===== src/hdl/sprmb_pkg.sv =====
`timescale 1ns / 1ps
`default_nettype none
// ----------------------------------------------------------------------------
// sprmb_pkg - shared types and constants of the stereo meter ballistics
// Level, age and timing widths, command and register codes, the sequencer
// states and the control words that pass between the lanes and the merge.
// ----------------------------------------------------------------------------
package sprmb_pkg;

   // field widths
   localparam int LEVEL_BITS   = 16;
   localparam int ELAPSED_BITS = 16;
   localparam int DECAY_BITS   = 16;
   localparam int HOLD_BITS    = 16;
   localparam int AGE_BITS     = 16;

   // one linear unit is 2^14 in Q2.14
   localparam int UNIT_SHIFT = 14;

   // decay step = elapsed * 2^14 / decay, exact quotient width
   localparam int STEP_BITS      = ELAPSED_BITS + UNIT_SHIFT;
   localparam int DIV_RADIX_BITS = 2;
   localparam int DIV_CYCLES     = (STEP_BITS + DIV_RADIX_BITS - 1) / DIV_RADIX_BITS;
   localparam int DIV_NUM_BITS   = DIV_CYCLES * DIV_RADIX_BITS;
   localparam int DIV_CNT_BITS   = $clog2(DIV_CYCLES + 1);

   // common width for comparing a level against a decay step
   localparam int FALL_BITS = (LEVEL_BITS > STEP_BITS) ? LEVEL_BITS : STEP_BITS;

   // register port
   localparam int CSR_INDEX_BITS = 2;
   localparam int CSR_DATA_BITS  = (LEVEL_BITS > DECAY_BITS) ? LEVEL_BITS : DECAY_BITS;

   localparam logic [CSR_INDEX_BITS-1:0] REG_MAX_LEVEL   = 2'd0;
   localparam logic [CSR_INDEX_BITS-1:0] REG_DECAY_MS    = 2'd1;
   localparam logic [CSR_INDEX_BITS-1:0] REG_HOLD_MS     = 2'd2;
   localparam logic [CSR_INDEX_BITS-1:0] REG_STEREO_MODE = 2'd3;

   // register reset values
   localparam logic [LEVEL_BITS-1:0] MAX_LEVEL_RESET = LEVEL_BITS'(1 << UNIT_SHIFT);
   localparam logic [DECAY_BITS-1:0] DECAY_MS_RESET  = DECAY_BITS'(2000);
   localparam logic [HOLD_BITS-1:0]  HOLD_MS_RESET   = HOLD_BITS'(1500);

   typedef logic [LEVEL_BITS-1:0] level_type;

   typedef enum logic [1:0] {
      CMD_STEREO = 2'd0,
      CMD_JOINT  = 2'd1,
      CMD_TICK   = 2'd2,
      CMD_NONE   = 2'd3
   } cmd_type;

   typedef enum logic [1:0] {
      ST_IDLE,
      ST_DIVIDE,
      ST_APPLY,
      ST_REPORT
   } state_type;

   // what one lane found about its incoming levels
   typedef struct packed {
      logic pk_gt_peak;
      logic pk_gt_hold;
      logic rm_gt_rms;
   } lane_flag_type;

   // what the merge tells one lane to do
   typedef struct packed {
      logic upd;
      logic tick;
      logic take_peak;
      logic take_hold;
      logic take_rms;
   } lane_ctl_type;

endpackage : sprmb_pkg
`default_nettype wire


===== src/hdl/sprmb_if.sv =====
`timescale 1ns / 1ps
`default_nettype none
// ----------------------------------------------------------------------------
// sprmb_if - request and response channels of the stereo meter
// Valid/ready channels; a word moves at a clock edge with valid and ready high.
// ----------------------------------------------------------------------------
interface sprmb_req_if import sprmb_pkg::*; ();
   logic                    valid;
   logic                    ready;
   logic [1:0]              command;
   logic [LEVEL_BITS-1:0]   left_peak;
   logic [LEVEL_BITS-1:0]   right_peak;
   logic [LEVEL_BITS-1:0]   left_rms;
   logic [LEVEL_BITS-1:0]   right_rms;
   logic [ELAPSED_BITS-1:0] elapsed_ms;

   modport source (
      output valid, command, left_peak, right_peak, left_rms, right_rms, elapsed_ms,
      input  ready
   );
   modport sink (
      input  valid, command, left_peak, right_peak, left_rms, right_rms, elapsed_ms,
      output ready
   );
endinterface : sprmb_req_if

interface sprmb_rsp_if import sprmb_pkg::*; ();
   logic                  valid;
   logic                  ready;
   logic [LEVEL_BITS-1:0] peak_level_left;
   logic [LEVEL_BITS-1:0] peak_level_right;
   logic [LEVEL_BITS-1:0] rms_level_left;
   logic [LEVEL_BITS-1:0] rms_level_right;
   logic [LEVEL_BITS-1:0] hold_level_left;
   logic [LEVEL_BITS-1:0] hold_level_right;

   modport source (
      output valid, peak_level_left, peak_level_right, rms_level_left,
             rms_level_right, hold_level_left, hold_level_right,
      input  ready
   );
   modport sink (
      input  valid, peak_level_left, peak_level_right, rms_level_left,
             rms_level_right, hold_level_left, hold_level_right,
      output ready
   );
endinterface : sprmb_rsp_if
`default_nettype wire


===== src/hdl/sprmb_div.sv =====
`timescale 1ns / 1ps
`default_nettype none
// ----------------------------------------------------------------------------
// sprmb_div - iterative decay step divider
// Restoring division of elapsed * 2^14 by decay_ms, two quotient bits a cycle.
// A decay time of zero divides by one.
// ----------------------------------------------------------------------------
module sprmb_div import sprmb_pkg::*; (
   input  logic                    clock,
   input  logic                    reset,
   input  logic                    start,
   input  logic [ELAPSED_BITS-1:0] elapsed,
   input  logic [DECAY_BITS-1:0]   decay,
   output logic                    done,
   output logic [STEP_BITS-1:0]    quotient
);

   logic [DIV_CNT_BITS-1:0] cnt_ff;
   logic                    done_ff;
   logic [DIV_NUM_BITS-1:0] quo_ff;
   logic [DECAY_BITS-1:0]   rem_ff;
   logic [DECAY_BITS-1:0]   div_ff;

   logic [DIV_NUM_BITS-1:0] quo_in;
   logic [DECAY_BITS-1:0]   rem_in;
   logic [DECAY_BITS:0]     trial;

   // two restoring steps per cycle
   always_comb begin
      quo_in = quo_ff;
      rem_in = rem_ff;
      trial  = '0;
      for (int k = 0; k < DIV_RADIX_BITS; k++) begin
         trial  = {rem_in, quo_in[DIV_NUM_BITS-1]};
         quo_in = {quo_in[DIV_NUM_BITS-2:0], 1'b0};
         if (trial >= {1'b0, div_ff}) begin
            trial     = trial - {1'b0, div_ff};
            quo_in[0] = 1'b1;
         end
         rem_in = trial[DECAY_BITS-1:0];
      end
   end

   // iteration count and done pulse
   always_ff @(posedge clock) begin
      if (reset) begin
         cnt_ff  <= '0;
         done_ff <= 1'b0;
      end else begin
         done_ff <= 1'b0;
         if (start) begin
            cnt_ff <= DIV_CNT_BITS'(DIV_CYCLES);
         end else if (cnt_ff != '0) begin
            cnt_ff <= cnt_ff - DIV_CNT_BITS'(1);
            if (cnt_ff == DIV_CNT_BITS'(1)) begin
               done_ff <= 1'b1;
            end
         end
      end
   end

   // partial remainder and quotient
   always_ff @(posedge clock) begin
      if (start) begin
         quo_ff <= DIV_NUM_BITS'({elapsed, {UNIT_SHIFT{1'b0}}});
         rem_ff <= '0;
         div_ff <= (decay == '0) ? DECAY_BITS'(1) : decay;
      end else if (cnt_ff != '0) begin
         quo_ff <= quo_in;
         rem_ff <= rem_in;
      end
   end

   assign done     = done_ff;
   assign quotient = quo_ff[STEP_BITS-1:0];

endmodule : sprmb_div
`default_nettype wire


===== src/hdl/sprmb_lane.sv =====
`timescale 1ns / 1ps
`default_nettype none
// ----------------------------------------------------------------------------
// sprmb_lane - ballistics of one channel
// Holds peak, RMS, hold value and hold age; reports how incoming levels
// compare and applies the rise or the decay that the merge orders.
// ----------------------------------------------------------------------------
module sprmb_lane import sprmb_pkg::*; (
   input  logic                    clock,
   input  logic                    reset,
   input  lane_ctl_type            ctl,
   input  level_type               pk,
   input  level_type               rm,
   input  logic [STEP_BITS-1:0]    step,
   input  logic [ELAPSED_BITS-1:0] elapsed,
   input  logic [HOLD_BITS-1:0]    hold_ms,
   output lane_flag_type           flags,
   output level_type               peak,
   output level_type               rms,
   output level_type               hold
);

   level_type             peak_ff, rms_ff, hold_ff;
   logic [AGE_BITS-1:0]   age_ff;
   level_type             peak_in, rms_in, hold_in;
   logic [AGE_BITS-1:0]   age_in;
   logic [AGE_BITS:0]     age_sum;
   logic [AGE_BITS-1:0]   age_sat;

   // linear fall floored at zero
   function automatic level_type fall_level(input level_type lvl,
                                            input logic [STEP_BITS-1:0] stp);
      logic [FALL_BITS-1:0] lvl_ext;
      logic [FALL_BITS-1:0] stp_ext;
      logic [FALL_BITS-1:0] diff;
      lvl_ext = FALL_BITS'(lvl);
      stp_ext = FALL_BITS'(stp);
      diff    = lvl_ext - stp_ext;
      return (lvl_ext > stp_ext) ? LEVEL_BITS'(diff) : '0;
   endfunction

   // comparisons for the merge
   assign flags.pk_gt_peak = pk > peak_ff;
   assign flags.pk_gt_hold = pk > hold_ff;
   assign flags.rm_gt_rms  = rm > rms_ff;

   // saturating hold age
   assign age_sum = {1'b0, age_ff} + (AGE_BITS + 1)'(elapsed);
   assign age_sat = age_sum[AGE_BITS] ? '1 : age_sum[AGE_BITS-1:0];

   // next state
   always_comb begin
      peak_in = peak_ff;
      rms_in  = rms_ff;
      hold_in = hold_ff;
      age_in  = age_ff;
      if (ctl.tick) begin
         peak_in = fall_level(peak_ff, step);
         rms_in  = fall_level(rms_ff, step);
         age_in  = age_sat;
         if (AGE_BITS'(age_sat) >= AGE_BITS'(hold_ms)) begin
            hold_in = '0;
         end
      end else if (ctl.upd) begin
         if (ctl.take_peak) begin
            peak_in = pk;
         end
         if (ctl.take_hold) begin
            hold_in = pk;
            age_in  = '0;
         end
         if (ctl.take_rms) begin
            rms_in = rm;
         end
      end
   end

   // channel state
   always_ff @(posedge clock) begin
      if (reset) begin
         peak_ff <= '0;
         rms_ff  <= '0;
         hold_ff <= '0;
         age_ff  <= '0;
      end else begin
         peak_ff <= peak_in;
         rms_ff  <= rms_in;
         hold_ff <= hold_in;
         age_ff  <= age_in;
      end
   end

   assign peak = peak_ff;
   assign rms  = rms_ff;
   assign hold = hold_ff;

endmodule : sprmb_lane
`default_nettype wire


===== src/hdl/sprmb_merge.sv =====
`timescale 1ns / 1ps
`default_nettype none
// ----------------------------------------------------------------------------
// sprmb_merge - combines what both lanes found
// Separate updates keep each lane's own decisions; joint updates write both
// lanes when either is exceeded. Ticks go to both lanes.
// ----------------------------------------------------------------------------
module sprmb_merge import sprmb_pkg::*; (
   input  logic          apply,
   input  cmd_type       cmd,
   input  lane_flag_type flags_left,
   input  lane_flag_type flags_right,
   output lane_ctl_type  ctl_left,
   output lane_ctl_type  ctl_right
);

   logic any_peak, any_hold, any_rms;

   assign any_peak = flags_left.pk_gt_peak | flags_right.pk_gt_peak;
   assign any_hold = flags_left.pk_gt_hold | flags_right.pk_gt_hold;
   assign any_rms  = flags_left.rm_gt_rms  | flags_right.rm_gt_rms;

   always_comb begin
      ctl_left  = '0;
      ctl_right = '0;
      case (cmd)
         CMD_STEREO: begin
            ctl_left.upd        = apply;
            ctl_left.take_peak  = flags_left.pk_gt_peak;
            ctl_left.take_hold  = flags_left.pk_gt_peak & flags_left.pk_gt_hold;
            ctl_left.take_rms   = flags_left.rm_gt_rms;
            ctl_right.upd       = apply;
            ctl_right.take_peak = flags_right.pk_gt_peak;
            ctl_right.take_hold = flags_right.pk_gt_peak & flags_right.pk_gt_hold;
            ctl_right.take_rms  = flags_right.rm_gt_rms;
         end
         CMD_JOINT: begin
            ctl_left.upd        = apply;
            ctl_left.take_peak  = any_peak;
            ctl_left.take_hold  = any_peak & any_hold;
            ctl_left.take_rms   = any_rms;
            ctl_right           = ctl_left;
         end
         CMD_TICK: begin
            ctl_left.tick  = apply;
            ctl_right.tick = apply;
         end
         default: begin
            ctl_left  = '0;
            ctl_right = '0;
         end
      endcase
   end

endmodule : sprmb_merge
`default_nettype wire


===== src/hdl/stereo_peak_rms_meter_ballistics_top.sv =====
`timescale 1ns / 1ps
`default_nettype none
// ----------------------------------------------------------------------------
// stereo_peak_rms_meter_ballistics_top - two-channel meter ballistics
// Level updates, joint updates and decay ticks on peak, RMS and held peak.
//
//   channel  | direction | contents
//   ---------+-----------+-------------------------------------------------
//   req_bus  | in        | command, peak and RMS levels, elapsed ms
//   rsp_bus  | out       | peak, RMS and hold levels of both channels
//   csr_*    | in        | max_level, decay_ms, hold_ms, stereo_mode writes
//
// One word at a time. An update passes the apply and report states before the next
// acceptance; a tick first waits in the divide state for the decay step divider.
// Results sit in an output register, so a new word is taken while the last
// result still waits. Synchronous reset clears all levels, holds and ages.
// ----------------------------------------------------------------------------
module stereo_peak_rms_meter_ballistics_top import sprmb_pkg::*; (
   input  logic                      clock,
   input  logic                      reset,
   sprmb_req_if.sink                 req_bus,
   sprmb_rsp_if.source               rsp_bus,
   input  logic                      csr_wen,
   input  logic [CSR_INDEX_BITS-1:0] csr_index,
   input  logic [CSR_DATA_BITS-1:0]  csr_wdata
);

   // configuration
   level_type             max_level_ff;
   logic [DECAY_BITS-1:0] decay_ms_ff;
   logic [HOLD_BITS-1:0]  hold_ms_ff;
   logic                  stereo_mode_ff;

   // sequencer
   state_type state_ff, state_in;
   logic      accept, div_start, apply, out_load;

   // captured word
   cmd_type                 cmd_ff;
   level_type               pk_left_ff, pk_right_ff, rm_left_ff, rm_right_ff;
   logic [ELAPSED_BITS-1:0] elapsed_ff;

   // clamped and mode-selected lane inputs
   level_type lp, rp, lr, rr, mp, mr;
   level_type pk_left_in, pk_right_in, rm_left_in, rm_right_in;

   // datapath links
   logic                 div_done;
   logic [STEP_BITS-1:0] step;
   lane_flag_type        flags_left, flags_right;
   lane_ctl_type         ctl_left, ctl_right;
   level_type            peak_left, peak_right, rms_left, rms_right;
   level_type            hold_left, hold_right;

   // output register
   logic      rsp_valid_ff;
   level_type out_peak_left_ff, out_peak_right_ff;
   level_type out_rms_left_ff, out_rms_right_ff;
   level_type out_hold_left_ff, out_hold_right_ff;

   function automatic level_type clamp_level(input level_type x, input level_type lim);
      return (x > lim) ? lim : x;
   endfunction

   // configuration registers
   always_ff @(posedge clock) begin
      if (reset) begin
         max_level_ff   <= MAX_LEVEL_RESET;
         decay_ms_ff    <= DECAY_MS_RESET;
         hold_ms_ff     <= HOLD_MS_RESET;
         stereo_mode_ff <= 1'b1;
      end else if (csr_wen) begin
         case (csr_index)
            REG_MAX_LEVEL:   max_level_ff   <= csr_wdata[LEVEL_BITS-1:0];
            REG_DECAY_MS:    decay_ms_ff    <= csr_wdata[DECAY_BITS-1:0];
            REG_HOLD_MS:     hold_ms_ff     <= csr_wdata[HOLD_BITS-1:0];
            REG_STEREO_MODE: stereo_mode_ff <= csr_wdata[0];
            default:         stereo_mode_ff <= stereo_mode_ff;
         endcase
      end
   end

   // clamp, then pick what each lane sees
   assign lp = clamp_level(req_bus.left_peak, max_level_ff);
   assign rp = clamp_level(req_bus.right_peak, max_level_ff);
   assign lr = clamp_level(req_bus.left_rms, max_level_ff);
   assign rr = clamp_level(req_bus.right_rms, max_level_ff);
   assign mp = (lp > rp) ? lp : rp;
   assign mr = (lr > rr) ? lr : rr;

   always_comb begin
      pk_left_in  = lp;
      pk_right_in = rp;
      rm_left_in  = lr;
      rm_right_in = rr;
      case (cmd_type'(req_bus.command))
         CMD_STEREO: begin
            if (!stereo_mode_ff) begin
               pk_left_in  = mp;
               pk_right_in = mp;
               rm_left_in  = mr;
               rm_right_in = mr;
            end
         end
         CMD_JOINT: begin
            pk_right_in = lp;
            rm_right_in = lr;
         end
         default: begin
            pk_left_in  = lp;
            pk_right_in = rp;
         end
      endcase
   end

   // word capture
   always_ff @(posedge clock) begin
      if (accept) begin
         cmd_ff      <= cmd_type'(req_bus.command);
         pk_left_ff  <= pk_left_in;
         pk_right_ff <= pk_right_in;
         rm_left_ff  <= rm_left_in;
         rm_right_ff <= rm_right_in;
         elapsed_ff  <= req_bus.elapsed_ms;
      end
   end

   // sequencer state
   always_ff @(posedge clock) begin
      if (reset) begin
         state_ff <= ST_IDLE;
      end else begin
         state_ff <= state_in;
      end
   end

   // next state
   always_comb begin
      state_in = state_ff;
      case (state_ff)
         ST_IDLE: begin
            if (req_bus.valid) begin
               state_in = (cmd_type'(req_bus.command) == CMD_TICK) ? ST_DIVIDE : ST_APPLY;
            end
         end
         ST_DIVIDE: begin
            if (div_done) begin
               state_in = ST_APPLY;
            end
         end
         ST_APPLY: begin
            state_in = ST_REPORT;
         end
         ST_REPORT: begin
            if (!rsp_valid_ff || rsp_bus.ready) begin
               state_in = ST_IDLE;
            end
         end
         default: begin
            state_in = ST_IDLE;
         end
      endcase
   end

   // sequencer outputs
   always_comb begin
      req_bus.ready = 1'b0;
      accept        = 1'b0;
      div_start     = 1'b0;
      apply         = 1'b0;
      out_load      = 1'b0;
      case (state_ff)
         ST_IDLE: begin
            req_bus.ready = 1'b1;
            accept        = req_bus.valid;
            div_start     = req_bus.valid && (cmd_type'(req_bus.command) == CMD_TICK);
         end
         ST_DIVIDE: begin
            req_bus.ready = 1'b0;
         end
         ST_APPLY: begin
            apply = 1'b1;
         end
         ST_REPORT: begin
            out_load = !rsp_valid_ff || rsp_bus.ready;
         end
         default: begin
            req_bus.ready = 1'b0;
         end
      endcase
   end

   // decay step
   sprmb_div u_div (
      .clock    (clock),
      .reset    (reset),
      .start    (div_start),
      .elapsed  (req_bus.elapsed_ms),
      .decay    (decay_ms_ff),
      .done     (div_done),
      .quotient (step)
   );

   // channel lanes
   sprmb_lane u_lane_left (
      .clock   (clock),
      .reset   (reset),
      .ctl     (ctl_left),
      .pk      (pk_left_ff),
      .rm      (rm_left_ff),
      .step    (step),
      .elapsed (elapsed_ff),
      .hold_ms (hold_ms_ff),
      .flags   (flags_left),
      .peak    (peak_left),
      .rms     (rms_left),
      .hold    (hold_left)
   );

   sprmb_lane u_lane_right (
      .clock   (clock),
      .reset   (reset),
      .ctl     (ctl_right),
      .pk      (pk_right_ff),
      .rm      (rm_right_ff),
      .step    (step),
      .elapsed (elapsed_ff),
      .hold_ms (hold_ms_ff),
      .flags   (flags_right),
      .peak    (peak_right),
      .rms     (rms_right),
      .hold    (hold_right)
   );

   // lane decisions
   sprmb_merge u_merge (
      .apply       (apply),
      .cmd         (cmd_ff),
      .flags_left  (flags_left),
      .flags_right (flags_right),
      .ctl_left    (ctl_left),
      .ctl_right   (ctl_right)
   );

   // response valid
   always_ff @(posedge clock) begin
      if (reset) begin
         rsp_valid_ff <= 1'b0;
      end else if (out_load) begin
         rsp_valid_ff <= 1'b1;
      end else if (rsp_bus.ready) begin
         rsp_valid_ff <= 1'b0;
      end
   end

   // response word
   always_ff @(posedge clock) begin
      if (out_load) begin
         out_peak_left_ff  <= peak_left;
         out_peak_right_ff <= peak_right;
         out_rms_left_ff   <= rms_left;
         out_rms_right_ff  <= rms_right;
         out_hold_left_ff  <= hold_left;
         out_hold_right_ff <= hold_right;
      end
   end

   assign rsp_bus.valid            = rsp_valid_ff;
   assign rsp_bus.peak_level_left  = out_peak_left_ff;
   assign rsp_bus.peak_level_right = out_peak_right_ff;
   assign rsp_bus.rms_level_left   = out_rms_left_ff;
   assign rsp_bus.rms_level_right  = out_rms_right_ff;
   assign rsp_bus.hold_level_left  = out_hold_left_ff;
   assign rsp_bus.hold_level_right = out_hold_right_ff;

endmodule : stereo_peak_rms_meter_ballistics_top
`default_nettype wire


===== src/flat_wrapper.sv =====
// flat-port wrapper written by rule: the top's interface ports become plain ports
module stereo_peak_rms_meter_ballistics_top_flat import sprmb_pkg::*;
  (clock, reset, csr_wen, csr_index, csr_wdata, req_bus_valid, req_bus_command, req_bus_left_peak, req_bus_right_peak, req_bus_left_rms, req_bus_right_rms, req_bus_elapsed_ms, req_bus_ready, rsp_bus_valid, rsp_bus_peak_level_left, rsp_bus_peak_level_right, rsp_bus_rms_level_left, rsp_bus_rms_level_right, rsp_bus_hold_level_left, rsp_bus_hold_level_right, rsp_bus_ready);
  sprmb_req_if req_bus_i ();
  sprmb_rsp_if rsp_bus_i ();
  input  logic clock;
  input  logic reset;
  input  logic csr_wen;
  input  logic [CSR_INDEX_BITS-1:0] csr_index;
  input  logic [CSR_DATA_BITS-1:0] csr_wdata;
  input wire logic [$bits(req_bus_i.valid)-1:0] req_bus_valid;
  input wire logic [$bits(req_bus_i.command)-1:0] req_bus_command;
  input wire logic [$bits(req_bus_i.left_peak)-1:0] req_bus_left_peak;
  input wire logic [$bits(req_bus_i.right_peak)-1:0] req_bus_right_peak;
  input wire logic [$bits(req_bus_i.left_rms)-1:0] req_bus_left_rms;
  input wire logic [$bits(req_bus_i.right_rms)-1:0] req_bus_right_rms;
  input wire logic [$bits(req_bus_i.elapsed_ms)-1:0] req_bus_elapsed_ms;
  output wire logic [$bits(req_bus_i.ready)-1:0] req_bus_ready;
  output wire logic [$bits(rsp_bus_i.valid)-1:0] rsp_bus_valid;
  output wire logic [$bits(rsp_bus_i.peak_level_left)-1:0] rsp_bus_peak_level_left;
  output wire logic [$bits(rsp_bus_i.peak_level_right)-1:0] rsp_bus_peak_level_right;
  output wire logic [$bits(rsp_bus_i.rms_level_left)-1:0] rsp_bus_rms_level_left;
  output wire logic [$bits(rsp_bus_i.rms_level_right)-1:0] rsp_bus_rms_level_right;
  output wire logic [$bits(rsp_bus_i.hold_level_left)-1:0] rsp_bus_hold_level_left;
  output wire logic [$bits(rsp_bus_i.hold_level_right)-1:0] rsp_bus_hold_level_right;
  input wire logic [$bits(rsp_bus_i.ready)-1:0] rsp_bus_ready;
  assign req_bus_i.valid = req_bus_valid;
  assign req_bus_i.command = req_bus_command;
  assign req_bus_i.left_peak = req_bus_left_peak;
  assign req_bus_i.right_peak = req_bus_right_peak;
  assign req_bus_i.left_rms = req_bus_left_rms;
  assign req_bus_i.right_rms = req_bus_right_rms;
  assign req_bus_i.elapsed_ms = req_bus_elapsed_ms;
  assign req_bus_ready = req_bus_i.ready;
  assign rsp_bus_valid = rsp_bus_i.valid;
  assign rsp_bus_peak_level_left = rsp_bus_i.peak_level_left;
  assign rsp_bus_peak_level_right = rsp_bus_i.peak_level_right;
  assign rsp_bus_rms_level_left = rsp_bus_i.rms_level_left;
  assign rsp_bus_rms_level_right = rsp_bus_i.rms_level_right;
  assign rsp_bus_hold_level_left = rsp_bus_i.hold_level_left;
  assign rsp_bus_hold_level_right = rsp_bus_i.hold_level_right;
  assign rsp_bus_i.ready = rsp_bus_ready;
  stereo_peak_rms_meter_ballistics_top u_core (.clock(clock), .reset(reset), .req_bus(req_bus_i), .rsp_bus(rsp_bus_i), .csr_wen(csr_wen), .csr_index(csr_index), .csr_wdata(csr_wdata));
endmodule

===== config.mk =====
export PLATFORM = sky130hd
export DESIGN_NAME = stereo_peak_rms_meter_ballistics_top_flat
export DESIGN_NICKNAME = d
export VERILOG_FILES = /design/src/hdl/sprmb_pkg.sv /design/src/hdl/sprmb_if.sv /design/src/hdl/sprmb_div.sv /design/src/hdl/sprmb_lane.sv /design/src/hdl/sprmb_merge.sv /design/src/hdl/stereo_peak_rms_meter_ballistics_top.sv /design/src/flat_wrapper.sv
export SDC_FILE = /design/constraint.sdc
export NUM_CORES = 1
export LEC_CHECK = 0
export BUFFER_PORTS_ARGS = -buffer_cell sky130_fd_sc_hd__buf_2
export CAP_MARGIN = 10
export CORE_UTILIZATION = 55
export CTS_CLUSTER_DIAMETER = 50
export DETAILED_ROUTE_END_ITERATION = 6
export PLACE_DENSITY = 0.79
export SLEW_MARGIN = 0
export SYNTH_ARGS = -nofsm -noshare
export SYNTH_HDL_FRONTEND = slang
export SYNTH_SLANG_ARGS = --single-unit

===== constraint.sdc =====
create_clock -name clock -period 16.6 [get_ports clock]
set_input_delay 0.83 -clock clock [delete_from_list [all_inputs] [get_ports clock]]
set_output_delay 0.83 -clock clock [all_outputs]
set_load 0.03 [all_outputs]

**Word-level counts from Yosys, hierarchy flattened**

Index checks and enable logic that the tools add are counted.

- Bits in registers: 425
- Bits in latches: 0
- RAM bits: 0
- Bits in read-only memories: 0
- Input bits: 105
- Output and inout port bits: 98
- Logic and storage cells: 188
- Memories kept: 0

- Add/sub/neg operators: 9
- Multipliers: 0
- Div/mod/pow operators: 0
- $lt $le $gt $ge: 20
- Equality and inequality tests: 16
- Shifts and indexed selects: 0
- Multiplexer cells: 71
- Bitwise operators: 7
- Reductions and logical operators: 33

Operator list:

| operator | count |
|---|---|
| 16-bit two-way mux | 46 |
| 16-bit greater-than comparator | 12 |
| 16-bit by 30-bit greater-than comparator with 1-bit output | 4 |
| 16-bit subtractor | 6 |
| 16-bit one-hot mux with 2 select lines | 2 |
| 30-bit two-way mux | 2 |
| 16-bit by 16-bit adder with 17-bit output | 2 |
| 17-bit by 16-bit greater-or-equal comparator with 1-bit output | 2 |
| 16-bit greater-or-equal comparator | 2 |
| 2-bit AND reduction | 10 |
| 2-bit nonzero test | 9 |
| 16-bit logical NOT | 1 |
| 2-bit == test, second input constant | 6 |
| 1-bit two-way mux | 12 |
| 3-bit one-hot mux with 2 select lines | 2 |
| 3-bit AND reduction | 3 |
| 2-bit by 1-bit == test with 1-bit output, second input constant | 4 |
| 2-bit logical NOT | 4 |
| 2-bit two-way mux | 4 |
| 4-bit two-way mux | 2 |
| 2-bit inequality test, second input constant | 4 |
| 2-bit one-hot mux with 4 select lines | 1 |
| 4-bit by 1-bit == test with 1-bit output, second input constant | 1 |
| 4-bit nonzero test | 1 |
| other kinds (10) | 14 |

**Logic depth before layout (Yosys ltp)**

- Depth in word-level cells: 7
- Mapped depth: 21
- Gate-level depth less buffers: 20

**By module**

A second synthesis with hierarchy kept.

- Cells, all modules: 3147
- Area, all modules: 29449.5 µm²

By module, submodules not included:

| module | times used | cells each | area each (µm²) | sequential area each (µm²) |
|---|---|---|---|---|
| stereo_peak_rms_meter_ballistics_top | 1 | 983 | 11571.1 | 6386.1 |
| sprmb_lane at u_core.u_lane_right | 1 | 796 | 6506.2 | 1281.2 |
| sprmb_lane at u_core.u_lane_left | 1 | 795 | 6498.7 | 1281.2 |
| sprmb_div | 1 | 556 | 4768.3 | 1661.6 |
| sprmb_merge | 1 | 17 | 105.1 | 0.0 |

**Worst setup path before layout**

OpenSTA, ideal clock, no wires.

- Kind: input to register
- From: input port rsp_bus_ready
- To: register u_core.out_hold_left_ff[0] (netlist: u_core.rsp_bus.hold_level_left[0]), enable pin
- Library setup time: 0.563 ns
- Arrival time: 5.151 ns
- Required time: 16.037 ns
- Slack: 10.886 ns
- Stages: 2
- Cell sequence: nor2b_1 nor2b_1

- Cells in the longest elaborated chain, start to end: 2

Ends and longest elaborated chain:

| item | line | RTL |
|---|---|---|
| start: declaration | flat_wrapper.sv:26 | `input wire logic [$bits(rsp_bus_i.ready)-1:0] rsp_bus_ready;` |
| 1-bit logical OR | stereo_peak_rms_meter_ballistics_top.sv:185 | `out_load = !rsp_valid_ff \|\| rsp_bus.ready;` |
| 1-bit two-way mux | stereo_peak_rms_meter_ballistics_top.sv:172 | `case (state_ff)` |
| named net u_core.out_load | stereo_peak_rms_meter_ballistics_top.sv:36 | `logic accept, div_start, apply, out_load;` |
| end signal: assignment | stereo_peak_rms_meter_ballistics_top.sv:263 | `out_hold_left_ff <= hold_left;` |
| end: declaration | stereo_peak_rms_meter_ballistics_top.sv:59 | `level_type out_hold_left_ff, out_hold_right_ff;` |

The timed path passes the listed nets, and every way through them passes these cells.
A chain may end at the register's enable or synchronous reset.

**Worst setup path after layout**

- From: register u_core.u_div.div_ff[2]
- To: register u_core.u_div.rem_ff[0]

- Cells in the longest elaborated chain, start to end: 4
- Elaborated cells on any way between the ends: 5
- Those cells by class: 1 x add/sub; 2 x order compare; 2 x mux

Ends and longest elaborated chain:

| item | line | RTL |
|---|---|---|
| start: declaration | sprmb_div.sv:22 | `logic [DECAY_BITS-1:0] div_ff;` |
| start signal: assignment | sprmb_div.sv:67 | `div_ff <= (decay == '0) ? DECAY_BITS'(1) : decay;` |
| 16-bit subtractor or 17-bit by 16-bit greater-or-equal comparator with 1-bit output (tied branches) | sprmb_div.sv:37, sprmb_div.sv:36 |  |
| 16-bit two-way mux | sprmb_div.sv:36 | `if (trial >= {1'b0, div_ff}) begin` |
| 17-bit by 16-bit greater-or-equal comparator with 1-bit output * | sprmb_div.sv:36 |  |
| 16-bit two-way mux * | sprmb_div.sv:36 |  |
| end signal: assignment | sprmb_div.sv:70 | `rem_ff <= rem_in;` |
| end: declaration | sprmb_div.sv:21 | `logic [DECAY_BITS-1:0] rem_ff;` |

Every way passes the cells marked *; elsewhere a longest branch is shown, timed or not.

==> metrics.txt <==
initial antenna violation count=11; Routed Antenna Nets=0; die area=51500 um^2; setup_tns=0 ns; DRC viols=0; peak supply drop=90.8 uV; fraction of layout cells with a size suffix above 1=0.121; GRT Util Overall=0.326; Worst EP arrival=6.78 ns; first-pass GRT wire length=129 mm; Die X=227 um; Hold Crit Class=in2reg; H-tree depth=2; clock buffer depth=3; Area Growth Syn to Fin=12.5%; Fin. Hold Viols=0; R2R cell count=20; pwr dens=183 nW/um^2; crit path max fanout=16; Setup CP Type=reg2reg; Synth top area share=0.227; CTS Hold Bufs=0; post-CTS sizing=0; IO Pins=203; vias in the first global route=22900; FMAX=160 MHz; Final setup viols=0; CP Launch Type=flop; drt first pass iters=6; fin crit share=0.376; Yosys reg bits=425; Synth Flop Type=dfxtp_1; Initial Util=0.556; Clock Sinks=425; num rows=82; most frequent cell after synthesis=ha_1; slowest CP cell=o211ai_1; min Tclk post-route=6.24 ns; pin count of the biggest net entering global routing=83; dominant cell type by area after synthesis=edfxtp_1; top cells by count, synth=ha_1, nand2_1, inv_1; WL final=84.3 mm; crit path cell chain=inv_1, ha_1, o21a_1, o31a_1, o311ai_1, a21boi_0, a21oi_1, o211ai_1, buf_4, mux2_2, ha_1, a21o_1, a21o_1, a21o_1, a311oi_1, nor2_1, o31ai_1, o211ai_2, mux2_2, o21ai_0; Hold Crit Endpoint=u_core.elapsed_ff[12]; Cell Area, Synth=27800 um^2; Hold WS=0.405 ns; max FFs per register=30; Max-cap violations=0; Max transition margin=0.193; # port buffers=202; r2r setup slk=10.36 ns; CP endpoint kind=flop; CTS clk-pin slew, worst paths=0.06 ns; max-slew violations=0; Slew @ Worst Pin=1.21 ns; via density per instance=6.28; DR iter-0 viols=2217; Syn Area/Cell=9.50 um^2; asr flop ratio synth=0; Post-Syn Instances=2928; status=complete, no violations; top cells by area, synth=edfxtp_1, ha_1, dfxtp_1; clk_skew=0.0273 ns; syn nets=3397; CTS tree=done; Seq/Total Area, Yosys=0.381; cell mode on critical path=a21o_1; Die Height=227 um; Final HPWL DP=64.6 mm; Vias=24000; YS warnings=0; CP Data Required Time=17.14 ns; CP peak stage delay=0.76 ns; R2R Path End=u_core.u_div.rem_ff[0]; post-synth cell types=82; EDFF count, synth=210; worst skew pair latency=0.63 ns; grt ovf=0; wire per inst=22.1 um; last weighted congestion value of the routability-driven placer=0.968; CTS buffer count=52; CORE AREA=50100 um^2; hold path startpoint=req_bus_elapsed_ms[12]; root buffer cell=clkbuf_16; FF-to-FF Start=u_core.u_div.div_ff[2]; Static Leak=13.6 nW; Post-CTS Setup Bufs=0; hold path depth=1; unrepaired setup endpoints after global routing=no; Layout Nets=3564
==> how the worst max path moves through the flow <==
stage | slack, ns | cells after the start | to | from
6_report | 10.36 | 20 | u_core.u_div.rem_ff[0] | u_core.u_div.div_ff[2]
5_1_grt | 10.01 | 20 | u_core.u_div.rem_ff[0] | u_core.u_div.div_ff[1]
4_1_cts | 10.54 | 20 | u_core.u_div.rem_ff[0] | u_core.u_div.div_ff[1]
3_5_place_dp | 10.51 | 18 | u_core.pk_left_ff[0] | req_bus_right_peak[15]
3_3_place_gp | 10.54 | 18 | u_core.pk_left_ff[0] | req_bus_right_peak[15]
2_1_floorplan | 10.89 | 2 | u_core.rsp_bus.hold_level_left[0] | rsp_bus_ready
==> through the flow <==
stage	power, mW	cell area [um^2]	util	std cells	setup WS, ns
after floorplan	3.73	27800	-	2928	10.89
after global placement	4.37	29500	0.588	3708	10.54
after detailed placement	4.48	29500	0.588	3708	10.51
after CTS	5.65	31200	0.624	3806	10.54
after global routing	6.08	31300	0.625	3816	10.01
final	5.72	31300	0.626	3821	10.36
==> report_power, final <==
group,internal (mW),switching (mW)
Sequential,1.39,0.210
Combinational,1.19,1.78
Clock,0.669,0.479
==> cells in the final DEF (no fill, tap or decap), types with 14 or more instances in the layout <==
cell type	n
a211oi_1	54
a21o_1	70
a21oi_1	236
a221oi_1	24
a22o_1	48
a31oi_1	33
buf_2	201
buf_4	23
clkbuf_16	52
dfxtp_1	215
edfxtp_1	210
ha_1	356
inv_1	250
mux2_2	18
mux2i_1	157
nand2_1	290
nand2b_1	34
nand3_1	56
nand4_1	55
nor2_1	92
nor2b_1	26
nor3_1	38
nor4_1	18
o211ai_1	23
o21a_1	22
o21ai_0	158
o21bai_1	19
o31ai_1	17
or2_2	14
or3_1	39
xnor2_1	69
xor2_1	30
==> layout make-up <==
type / count / area [um^2]
Multi-Input combinational cell: 2137 / 15900
Timing Repair Buffer: 228 / 1230
Antenna cell: 10 / 25.0
Sequential cell: 425 / 10600
Fill cell: 4178 / 18700
Clock buffer: 64 / 1390
Tap cell: 672 / 841
Inverter: 251 / 942
Clock inverter: 34 / 383
==> routing by layer <==
layer | routed length, um | GRT usage
met1 | 35700 | 0.439
met4 | 3940 | 0.149
met3 | 7830 | 0.0666
met2 | 36700 | 0.504
met5 | 29 | 0
==> logic make-up after synthesis <==
group / share of synthesized area
fa+ha+maj: 0.166
flops: 0.381
mux: 0.0638
buf+inv: 0.0509
xor+xnor: 0.0312
compound gates: 0.186
simple gates: 0.121
==> worst max-delay path: cells and delay by family, from the launching register on <==
kind | cells | cell delay [ns]
AND/OR/NAND/NOR | 1 | 0.12
flip-flops | 1 | 0.33
multiplexers | 2 | 0.85
AO/OA/AOI/OAI | 13 | 3.76
adder cells (fa/ha/maj) | 2 | 0.72
buffers and inverters | 2 | 0.39
(Power assumes the default switching activity.)
